`config.mk`:
```
export PLATFORM = sky130hd
export DESIGN_NAME = cardinal_bspline_eval
export DESIGN_NICKNAME = d
export VERILOG_FILES = /design/src/design/cbs_pkg.sv /design/src/design/cbs_ctrl.sv /design/src/design/cbs_datapath.sv /design/src/design/cardinal_bspline_eval.sv
export SDC_FILE = /design/constraint.sdc
export NUM_CORES = 2
export LEC_CHECK = 0
export BUFFER_PORTS_ARGS = -buffer_cell sky130_fd_sc_hd__buf_2
export CAP_MARGIN = 10
export CELL_PAD_IN_SITES_DETAIL_PLACEMENT = 0
export CELL_PAD_IN_SITES_GLOBAL_PLACEMENT = 1
export CORE_UTILIZATION = 55
export DETAILED_ROUTE_END_ITERATION = 6
export PLACE_DENSITY_LB_ADDON = 0.25
export SYNTH_ARGS = -nofsm -noshare
export SYNTH_HDL_FRONTEND = slang
export SYNTH_SLANG_ARGS = --single-unit
```
`constraint.sdc`:
```
create_clock -name aclk -period 12.75 [get_ports aclk]
set_input_delay 1.275 -clock aclk [delete_from_list [all_inputs] [get_ports aclk]]
set_output_delay 1.275 -clock aclk [all_outputs]
set_load 0.1 [all_outputs]
```
`src/design/cbs_pkg.sv`:
```
package cbs_pkg;

    // Fixed field widths of the stream payload
    localparam int ORDER_W    = 4;
    localparam int POS_W      = 18;
    localparam int IN_TDATA_W = 24;

    // Shifted position is non-negative inside the support, so one bit less
    localparam int XW     = POS_W - 1;
    localparam int LIMB_W = 32;

    // Table limits: orders up to 12, table rows padded to the index range
    localparam int MAX_N_LIM = 12;
    localparam int TAB_N     = 16;
    localparam int BINOM_W   = 10;
    localparam int FACT_W    = 26;

    typedef logic [TAB_N-1:0][TAB_N-1:0][BINOM_W-1:0] binom_tab_t;
    typedef logic [TAB_N-1:0][FACT_W-1:0]             fact_tab_t;

    // Pascal rows C(n,i), zero outside 0 <= i <= n <= MAX_N_LIM
    function automatic binom_tab_t build_binom();
        binom_tab_t tab;
        tab = '0;
        for (int n = 0; n <= MAX_N_LIM; n++) begin
            tab[n][0] = BINOM_W'(1);
            for (int i = 1; i <= n; i++) begin
                tab[n][i] = tab[n-1][i-1] + tab[n-1][i];
            end
        end
        return tab;
    endfunction

    // Entry n holds (n-1)!, entry 0 holds 1
    function automatic fact_tab_t build_fact();
        fact_tab_t tab;
        int        f;
        tab = '0;
        f   = 1;
        tab[0] = FACT_W'(1);
        for (int n = 1; n <= MAX_N_LIM; n++) begin
            if (n > 2) begin
                f = f * (n - 1);
            end
            tab[n] = FACT_W'(f);
        end
        return tab;
    endfunction

    localparam binom_tab_t BINOM_TAB = build_binom();
    localparam fact_tab_t  FACT_TAB  = build_fact();

    typedef enum logic [2:0] {
        ST_IDLE,
        ST_TERM,
        ST_MUL,
        ST_ACC,
        ST_SHIFT,
        ST_DIV,
        ST_OUT
    } cbs_state_t;

    typedef struct packed {
        logic load;
        logic next_i;
        logic term_init;
        logic mul_step;
        logic acc;
        logic shift_init;
        logic shift_step;
        logic div_init;
        logic div_step;
        logic out_load;
    } cbs_cmd_t;

    typedef struct packed {
        logic zero_case;
        logic x_neg;
        logic i_last;
        logic mul_done;
        logic shift_done;
        logic div_done;
        logic out_busy;
    } cbs_status_t;

endpackage

```
`src/design/cbs_ctrl.sv`:
```
module cbs_ctrl
    import cbs_pkg::*;
(
    input  logic        aclk,
    input  logic        aresetn,
    input  logic        in_valid,
    output logic        in_ready,
    input  cbs_status_t status,
    output cbs_cmd_t    cmd
);

    cbs_state_t state_reg, state_next;

    // State register
    always_ff @(posedge aclk) begin
        if (!aresetn) begin
            state_reg <= ST_IDLE;
        end else begin
            state_reg <= state_next;
        end
    end

    // Sequence one item through terms, scaling and division
    always_comb begin
        state_next = state_reg;
        cmd        = '0;
        in_ready   = 1'b0;
        unique case (state_reg)
            ST_IDLE: begin
                in_ready = 1'b1;
                if (in_valid) begin
                    cmd.load   = 1'b1;
                    state_next = ST_TERM;
                end
            end
            ST_TERM: begin
                if (status.zero_case) begin
                    state_next = ST_OUT;
                end else if (status.x_neg) begin
                    if (status.i_last) begin
                        cmd.shift_init = 1'b1;
                        state_next     = ST_SHIFT;
                    end else begin
                        cmd.next_i = 1'b1;
                    end
                end else begin
                    cmd.term_init = 1'b1;
                    state_next    = ST_MUL;
                end
            end
            ST_MUL: begin
                if (status.mul_done) begin
                    state_next = ST_ACC;
                end else begin
                    cmd.mul_step = 1'b1;
                end
            end
            ST_ACC: begin
                cmd.acc = 1'b1;
                if (status.i_last) begin
                    cmd.shift_init = 1'b1;
                    state_next     = ST_SHIFT;
                end else begin
                    cmd.next_i = 1'b1;
                    state_next = ST_TERM;
                end
            end
            ST_SHIFT: begin
                if (status.shift_done) begin
                    cmd.div_init = 1'b1;
                    state_next   = ST_DIV;
                end else begin
                    cmd.shift_step = 1'b1;
                end
            end
            ST_DIV: begin
                if (status.div_done) begin
                    state_next = ST_OUT;
                end else begin
                    cmd.div_step = 1'b1;
                end
            end
            ST_OUT: begin
                if (!status.out_busy) begin
                    cmd.out_load = 1'b1;
                    state_next   = ST_IDLE;
                end
            end
            default: begin
                state_next = ST_IDLE;
            end
        endcase
    end

endmodule

```
`src/design/cbs_datapath.sv`:
```
module cbs_datapath
    import cbs_pkg::*;
#(
    parameter int MAX_ORDER     = 10,
    parameter int POS_FRAC_BITS = 12,
    parameter int OUT_FRAC_BITS = 24
) (
    input  logic                       aclk,
    input  logic                       aresetn,
    input  cbs_cmd_t                   cmd,
    output cbs_status_t                status,
    input  logic [ORDER_W-1:0]         in_order,
    input  logic signed [POS_W-1:0]    in_position,
    output logic                       out_valid,
    input  logic                       out_ready,
    output logic [OUT_FRAC_BITS:0]     out_value
);

    // Scale shift span and accumulator width that holds the exact sum
    localparam int MAX_SH  = (POS_FRAC_BITS * (MAX_ORDER - 1) > OUT_FRAC_BITS) ?
                             POS_FRAC_BITS * (MAX_ORDER - 1) : OUT_FRAC_BITS;
    localparam int W_MIN   = MAX_SH + 4 * (MAX_ORDER - 1) + 2;
    localparam int NL      = (W_MIN + LIMB_W - 1) / LIMB_W;
    localparam int W       = NL * LIMB_W;
    localparam int JW      = (NL > 1) ? $clog2(NL) : 1;
    localparam int SW      = $clog2(MAX_SH + 1);
    localparam int DW      = $clog2(W + 1);
    localparam int XCW     = ((POS_W > ORDER_W + POS_FRAC_BITS) ?
                              POS_W : ORDER_W + POS_FRAC_BITS) + 1;
    localparam int PW      = LIMB_W + XW;

    logic [ORDER_W-1:0]          n_reg;
    logic signed [POS_W-1:0]     p_reg;
    logic [ORDER_W-1:0]          i_reg;
    logic [ORDER_W-1:0]          e_reg;
    logic [JW-1:0]               j_reg;
    logic [XW-1:0]               x_reg;
    logic [XW-1:0]               carry_reg;
    logic [NL-1:0][LIMB_W-1:0]   term_reg;
    logic [W-1:0]                sum_reg;
    logic [SW-1:0]               sh_cnt_reg;
    logic                        sh_left_reg;
    logic [DW-1:0]               div_cnt_reg;
    logic [FACT_W-1:0]           fct_reg;
    logic [FACT_W-1:0]           rem_reg;
    logic                        out_valid_reg;
    logic [OUT_FRAC_BITS:0]      out_value_reg;

    logic [ORDER_W-1:0]          n_sat;
    logic signed [XCW-1:0]       p_ext;
    logic signed [XCW-1:0]       x_full;
    logic signed [XCW-1:0]       lim_full;
    logic [PW-1:0]               prod;
    logic [SW-1:0]               k_amt;
    logic [SW-1:0]               out_amt;
    logic [FACT_W:0]             rem_shift;
    logic                        rem_ge;

    // Clamp the order to the supported maximum
    assign n_sat = (in_order > ORDER_W'(MAX_ORDER)) ? ORDER_W'(MAX_ORDER) : in_order;

    // Position less the current knot, and the upper end of the support
    assign p_ext    = XCW'(p_reg);
    assign x_full   = p_ext - $signed(XCW'(i_reg) << POS_FRAC_BITS);
    assign lim_full = p_ext - $signed(XCW'(n_reg) << POS_FRAC_BITS);

    // One limb of the running power times the position
    assign prod = PW'(term_reg[j_reg]) * PW'(x_reg) + PW'(carry_reg);

    // Scale: fraction bits of the power against output fraction bits
    assign k_amt   = SW'(POS_FRAC_BITS) * SW'(n_reg - ORDER_W'(1));
    assign out_amt = SW'(OUT_FRAC_BITS);

    // One restoring division step
    assign rem_shift = {rem_reg, sum_reg[W-1]};
    assign rem_ge    = rem_shift >= {1'b0, fct_reg};

    assign status.zero_case  = (n_reg == '0) || p_reg[POS_W-1] || !lim_full[XCW-1];
    assign status.x_neg      = x_full[XCW-1];
    assign status.i_last     = (i_reg == n_reg);
    assign status.mul_done   = (e_reg == n_reg - ORDER_W'(1));
    assign status.shift_done = (sh_cnt_reg == '0);
    assign status.div_done   = (div_cnt_reg == DW'(W));
    assign status.out_busy   = out_valid_reg && !out_ready;

    // Item registers and term loop
    always_ff @(posedge aclk) begin
        if (cmd.load) begin
            n_reg   <= n_sat;
            p_reg   <= in_position;
            i_reg   <= '0;
            sum_reg <= '0;
        end
        if (cmd.next_i) begin
            i_reg <= i_reg + ORDER_W'(1);
        end
        if (cmd.term_init) begin
            term_reg  <= W'(BINOM_TAB[n_reg][i_reg]);
            x_reg     <= x_full[XW-1:0];
            carry_reg <= '0;
            e_reg     <= '0;
            j_reg     <= '0;
        end
        if (cmd.mul_step) begin
            term_reg[j_reg] <= prod[LIMB_W-1:0];
            if (j_reg == JW'(NL - 1)) begin
                j_reg     <= '0;
                carry_reg <= '0;
                e_reg     <= e_reg + ORDER_W'(1);
            end else begin
                j_reg     <= j_reg + JW'(1);
                carry_reg <= prod[PW-1:LIMB_W];
            end
        end
        // Alternate the sign of the terms
        if (cmd.acc) begin
            if (i_reg[0]) begin
                sum_reg <= sum_reg - term_reg;
            end else begin
                sum_reg <= sum_reg + term_reg;
            end
        end
        if (cmd.shift_init) begin
            sh_left_reg <= (out_amt >= k_amt);
            sh_cnt_reg  <= (out_amt >= k_amt) ? out_amt - k_amt : k_amt - out_amt;
        end
        if (cmd.shift_step) begin
            sh_cnt_reg <= sh_cnt_reg - SW'(1);
            sum_reg    <= sh_left_reg ? (sum_reg << 1) : (sum_reg >> 1);
        end
        if (cmd.div_init) begin
            fct_reg     <= FACT_TAB[n_reg];
            rem_reg     <= '0;
            div_cnt_reg <= '0;
        end
        if (cmd.div_step) begin
            rem_reg     <= rem_ge ? FACT_W'(rem_shift - {1'b0, fct_reg})
                                  : rem_shift[FACT_W-1:0];
            sum_reg     <= {sum_reg[W-2:0], rem_ge};
            div_cnt_reg <= div_cnt_reg + DW'(1);
        end
    end

    // Output register: hold a result until its transfer
    always_ff @(posedge aclk) begin
        if (!aresetn) begin
            out_valid_reg <= 1'b0;
        end else if (cmd.out_load) begin
            out_valid_reg <= 1'b1;
        end else if (out_ready) begin
            out_valid_reg <= 1'b0;
        end
    end

    always_ff @(posedge aclk) begin
        if (cmd.out_load) begin
            out_value_reg <= sum_reg[OUT_FRAC_BITS:0];
        end
    end

    assign out_valid = out_valid_reg;
    assign out_value = out_value_reg;

endmodule

```
`src/design/cardinal_bspline_eval.sv`:
```
// Uniform cardinal B-spline evaluator. Each input transfer carries an order n
// (clamped to MAX_ORDER, order 0 gives 0) and a signed fixed-point position t;
// each one yields exactly one result, the exact B_n(t) floored to unsigned
// fixed point with OUT_FRAC_BITS fraction bits (1.0 is representable). One item
// is worked at a time by a shared 32 x 17 bit limb multiplier, an accumulator,
// a one-bit-per-cycle scaler and a restoring divider. An item outside the
// support skips the terms, scaling and division. The accumulator has L limbs
// (5 at default settings) and W = 32*L bits. Each term with t >= i is built by
// the limb multiply loop and accumulated; then the sum is scaled and divided
// bit by bit. A new item is taken while the previous result still waits on
// the output register.
module cardinal_bspline_eval
    import cbs_pkg::*;
#(
    parameter int MAX_ORDER     = 10,
    parameter int POS_FRAC_BITS = 12,
    parameter int OUT_FRAC_BITS = 24,
    localparam int OUT_TDATA_W  = ((OUT_FRAC_BITS + 1 + 7) / 8) * 8
) (
    input  logic                    aclk,
    input  logic                    aresetn,
    input  logic                    s_axis_tvalid,
    output logic                    s_axis_tready,
    // [3:0] order, [21:4] position, [23:22] zero
    input  logic [IN_TDATA_W-1:0]   s_axis_tdata,
    output logic                    m_axis_tvalid,
    input  logic                    m_axis_tready,
    // [OUT_FRAC_BITS:0] value, upper bits zero
    output logic [OUT_TDATA_W-1:0]  m_axis_tdata
);

    cbs_cmd_t               cmd;
    cbs_status_t            status;
    logic [OUT_FRAC_BITS:0] value;

    cbs_ctrl u_ctrl (
        .aclk     (aclk),
        .aresetn  (aresetn),
        .in_valid (s_axis_tvalid),
        .in_ready (s_axis_tready),
        .status   (status),
        .cmd      (cmd)
    );

    cbs_datapath #(
        .MAX_ORDER     (MAX_ORDER),
        .POS_FRAC_BITS (POS_FRAC_BITS),
        .OUT_FRAC_BITS (OUT_FRAC_BITS)
    ) u_datapath (
        .aclk        (aclk),
        .aresetn     (aresetn),
        .cmd         (cmd),
        .status      (status),
        .in_order    (s_axis_tdata[ORDER_W-1:0]),
        .in_position (s_axis_tdata[ORDER_W+POS_W-1:ORDER_W]),
        .out_valid   (m_axis_tvalid),
        .out_ready   (m_axis_tready),
        .out_value   (value)
    );

    // Pad the result to whole bytes
    assign m_axis_tdata = OUT_TDATA_W'(value);

endmodule
```
==> summary by stage <==
Worst setup path
The setup path with the least slack is of type reg2reg. The end of the worst register-to-register path is u_datapath.term_reg[125]. The number of cells traversed by the worst register-to-register path is 28. In this design, the stage delay of the slowest critical-path cell is ~1.1 ns. The reg2reg setup slack is roughly 2.8 ns.

STA classifies the critical path endpoint as a register. The endpoint of the worst setup timing path is u_datapath.term_reg[125]. In this run the critical register-to-register path is launched from u_datapath.j_reg[2].

The data arrival time of the critical path is 10.47 ns. The cell at the slowest stage of the critical path is nor2_1. The cell repeated most along the worst path is fa_1. The data required time at the worst endpoint is 13.26 ns. The most critical setup path has its startpoint at u_datapath.j_reg[2].

The highest net fanout along the worst path is 25. The critical path launch point type is a register.

Routing
The aggregate routed wire length is 196000 um. The DRC violation total after the first TritonRoute iteration is between 4000 and 5000. The number of vias per cell after detailed routing is between 6 and 7.

The post-detailed-route DRC marker count is 0. The number of nets with antenna violations after detailed routing is 0. The count of vias placed by the detailed router is about 49000. The average wire per cell in the routed design is ~25 um.

The number of detailed-routing iterations run before antenna repair is 6.

Synth
Yosys mapped a number of flops with a built-in enable equal to 309. The share of flip-flops with an asynchronous set or reset after synthesis is 0%. The post-synthesis sequential element count is approximately 520.

Synthesis produced between 6000 and 7000 cells. The mean instance size in the synthesized netlist is ~8.5 um^2. The cell area after technology mapping is roughly 0.056 mm^2. The synthesized netlist contains 86 unique library cells. The total number of yosys warnings is 0. The most frequently used flop master after synthesis is edfxtp_1. Sequential elements use between 20% and 30% of the synthesized area.

Clock tree
The later pin in the worst-skew pair is clocked with a latency of slightly above 0.7 ns. For this design, the CTS-stage hold fixing added 0 buffers. Post-CTS timing repair inserted 0 buffers for setup.

Buffers inserted during clock tree synthesis total 60. After clock tree synthesis, the clock-pin slew on the worst setup and hold paths is about 0.07 ns. The clock passes through at most 3 buffers. For this design, the sink count on the clock tree is 518. The H-tree was split into 2 levels. The cell chosen for the clock root is clkbuf_16. The TritonCTS clock tree is built. In this run, post-CTS repair resized a total of 0 instances.

Placement
The final estimated routing congestion in global placement is a little over 1. The worst setup slack before clock tree synthesis is around 3.1 ns. The number of input and output port buffers inserted is 52. Once detailed placement completed, the half-perimeter wirelength came to 152000 um.

Layout
Across the whole layout, storage elements account for 0.0135 mm^2. After filler insertion, the fill cell instance count of the layout stands at between 9000 and 10000. The layout overhead on the synthesized area is 6.31%. The final net count is approximately 7300. Summing all multi-input logic gate instances after layout gives 0.0385 mm^2. The share of final-layout standard cells stronger than drive strength 1 is 5.42%.

Global route
The total overflow reported by the global router is 0. The global routing usage on met2 is about three fifths. The via count of the first global-routing pass was between 40000 and 50000. The busiest layer in global routing is met2. The number of antenna violations at the first check in global routing was 8. The first global-routing pass estimated ~300000 um of wire. The global-route track usage on met3 is 6.47%.

Entering global routing, the biggest net connects 149 pins. In the global route stage, met1 resource usage came out at 49.8%. Global routing used 37.9% of the available tracks.

STA
The hold slack is 0.420 ns. Setup slack closes at between 2 and 3 ns. The clock skew after layout is 0.0515 ns.

The number of hold violations in the final report is 0. The maximum clock frequency is 0.100 GHz. At the pin with the least slew margin, the transition time is 1.32 ns. The clock period minus final worst setup slack is ~10 ns. The tightest slew margin relative to the limit is 12.1%. The sum of negative setup slack is 0 ns.

The number of pins with negative max-slew slack in the final report is 0. Setup violations remaining at the end of the flow were counted as 0. Setup repair after global routing left no endpoint under its margin. In the finished design, the share of the clock period the worst path needs comes to about four fifths.

Die
The die covers a little over 0.1 mm^2. The count of pins on the block boundary is between 60 and 70. The area of the core is about 0.10 mm^2.

In this run the vertical extent of the chip is approximately 320 um. Measured along the x axis, the die boundary spans 320 um. The initial utilization of the core area, before any placement, comes to a little under three fifths. The floorplan has 116 rows.

Hold path
The worst hold path begins at u_datapath.p_reg[8]. In this run the worst hold path is classified as reg2reg.

Run
The number of max-cap violations is 0.

Status
The run finished with clean final reports.
-- cell families (layout without fill, tap and decap cells) --
group / after synthesis / in the layout / share of synthesized area (%)
other cells: 1 / 8 / 0.00673
flops: 518 / 518 / 24.2
xor+xnor: 404 / 404 / 6.35
fa+ha+maj: 819 / 819 / 24.7
simple gates: 2072 / 2072 / 17.9
mux: 77 / 77 / 1.89
compound gates: 1658 / 1658 / 18.0
buf+inv: 1022 / 924 / 6.97
-- stage by stage --
| stage | instances | cell area (um^2) | utilization (%) |
|---|---|---|---|
| 2_1_floorplan | 6577 | 55800 | - |
| 3_3_place_gp | 7724 | 57200 | 57.0 |
| 5_1_grt | 7836 | 59300 | 59.1 |
| 6_report | 7837 | 59300 | 59.1 |
| 3_5_place_dp | 7724 | 57200 | 57.0 |
| 4_1_cts | 7836 | 59300 | 59.1 |
-- layer usage --
layer | wire length, um | up-vias
li1 | - | 22436
met1 | 79800 | 24015
met2 | 88400 | 2092
met3 | 16100 | 481
met4 | 11600 | 6
met5 | 39 | -
-- critical path: cells and delay by family (launching register included) --
family,cells,cell delay [ns]
and+or+nand+nor,4,1.53
AOI/OAI and AO/OA,10,2.17
adders and majority gates,7,3.38
buffers and inverters,6,1.46
DFF,1,0.32
xor gates and xnor gates,1,0.91
-- worst min path at each step --
| stage | to | slack [ns] | cells past startpoint |
|---|---|---|---|
| floorplan | u_datapath.x_reg[0] | 0.40 | 0 |
| global placement | u_datapath.x_reg[7] | 0.40 | 0 |
| detailed placement | u_datapath.x_reg[4] | 0.41 | 0 |
| CTS | u_datapath.x_reg[11] | 0.42 | 0 |
| global route | u_datapath.x_reg[4] | 0.43 | 0 |
| finish | u_datapath.x_reg[8] | 0.42 | 0 |
-- cells in the mapped netlist, types with 29 or more instances --
library cell,instances,area share [%]
nor2_1,442,3.0
and2_1,230,2.6
nand4_1,93,1.0
xor2_1,124,1.9
nand2b_1,42,0.47
o22ai_1,48,0.54
and3_1,29,0.33
nor4_1,42,0.47
mux2i_1,51,0.92
nand3_1,198,1.8
fa_1,470,17
a21o_1,99,1.3
edfxtp_1,309,17
nand2_1,668,4.5
or3_1,44,0.49
nor2b_1,85,0.95
o21a_1,41,0.55
clkbuf_1,328,2.2
xnor2_1,280,4.4
o21ai_0,528,4.7
nor3_1,107,0.96
inv_1,649,4.4
o21bai_1,47,0.63
ha_1,349,7.8
a31oi_1,76,0.85
a22oi_1,153,2.1
dfxtp_1,209,7.5
a21oi_1,453,4.1
-- cell usage in the layout (no fill, tap or decap), types with 45 or more instances in the layout --
master	instances
inv_1	649
o21ai_0	527
nor2_1	440
a21oi_1	452
a22oi_1	153
xor2_1	124
buf_2	52
and2_1	230
nand2_1	666
nand4_1	93
dfxtp_1	209
clkbuf_16	65
edfxtp_1	309
nor2b_1	85
nand3_1	194
o22ai_1	45
a21o_1	99
ha_1	349
o21bai_1	47
a31oi_1	75
mux2i_1	51
fa_1	470
xnor2_1	280
buf_4	102
nor3_1	106
-- cell type report --
class,count,area share (%)
Antenna cell,1,0.00422
Clock inverter,35,0.538
Sequential cell,518,22.7
Timing Repair Buffer,155,1.77
Inverter,657,4.16
Multi-Input combinational cell,5037,65.0
Clock buffer,77,2.92
Tap cell,1357,2.87
Power is not shown: default switching activity piles up to over one toggle a cycle in this logic, so the estimate is an artifact.
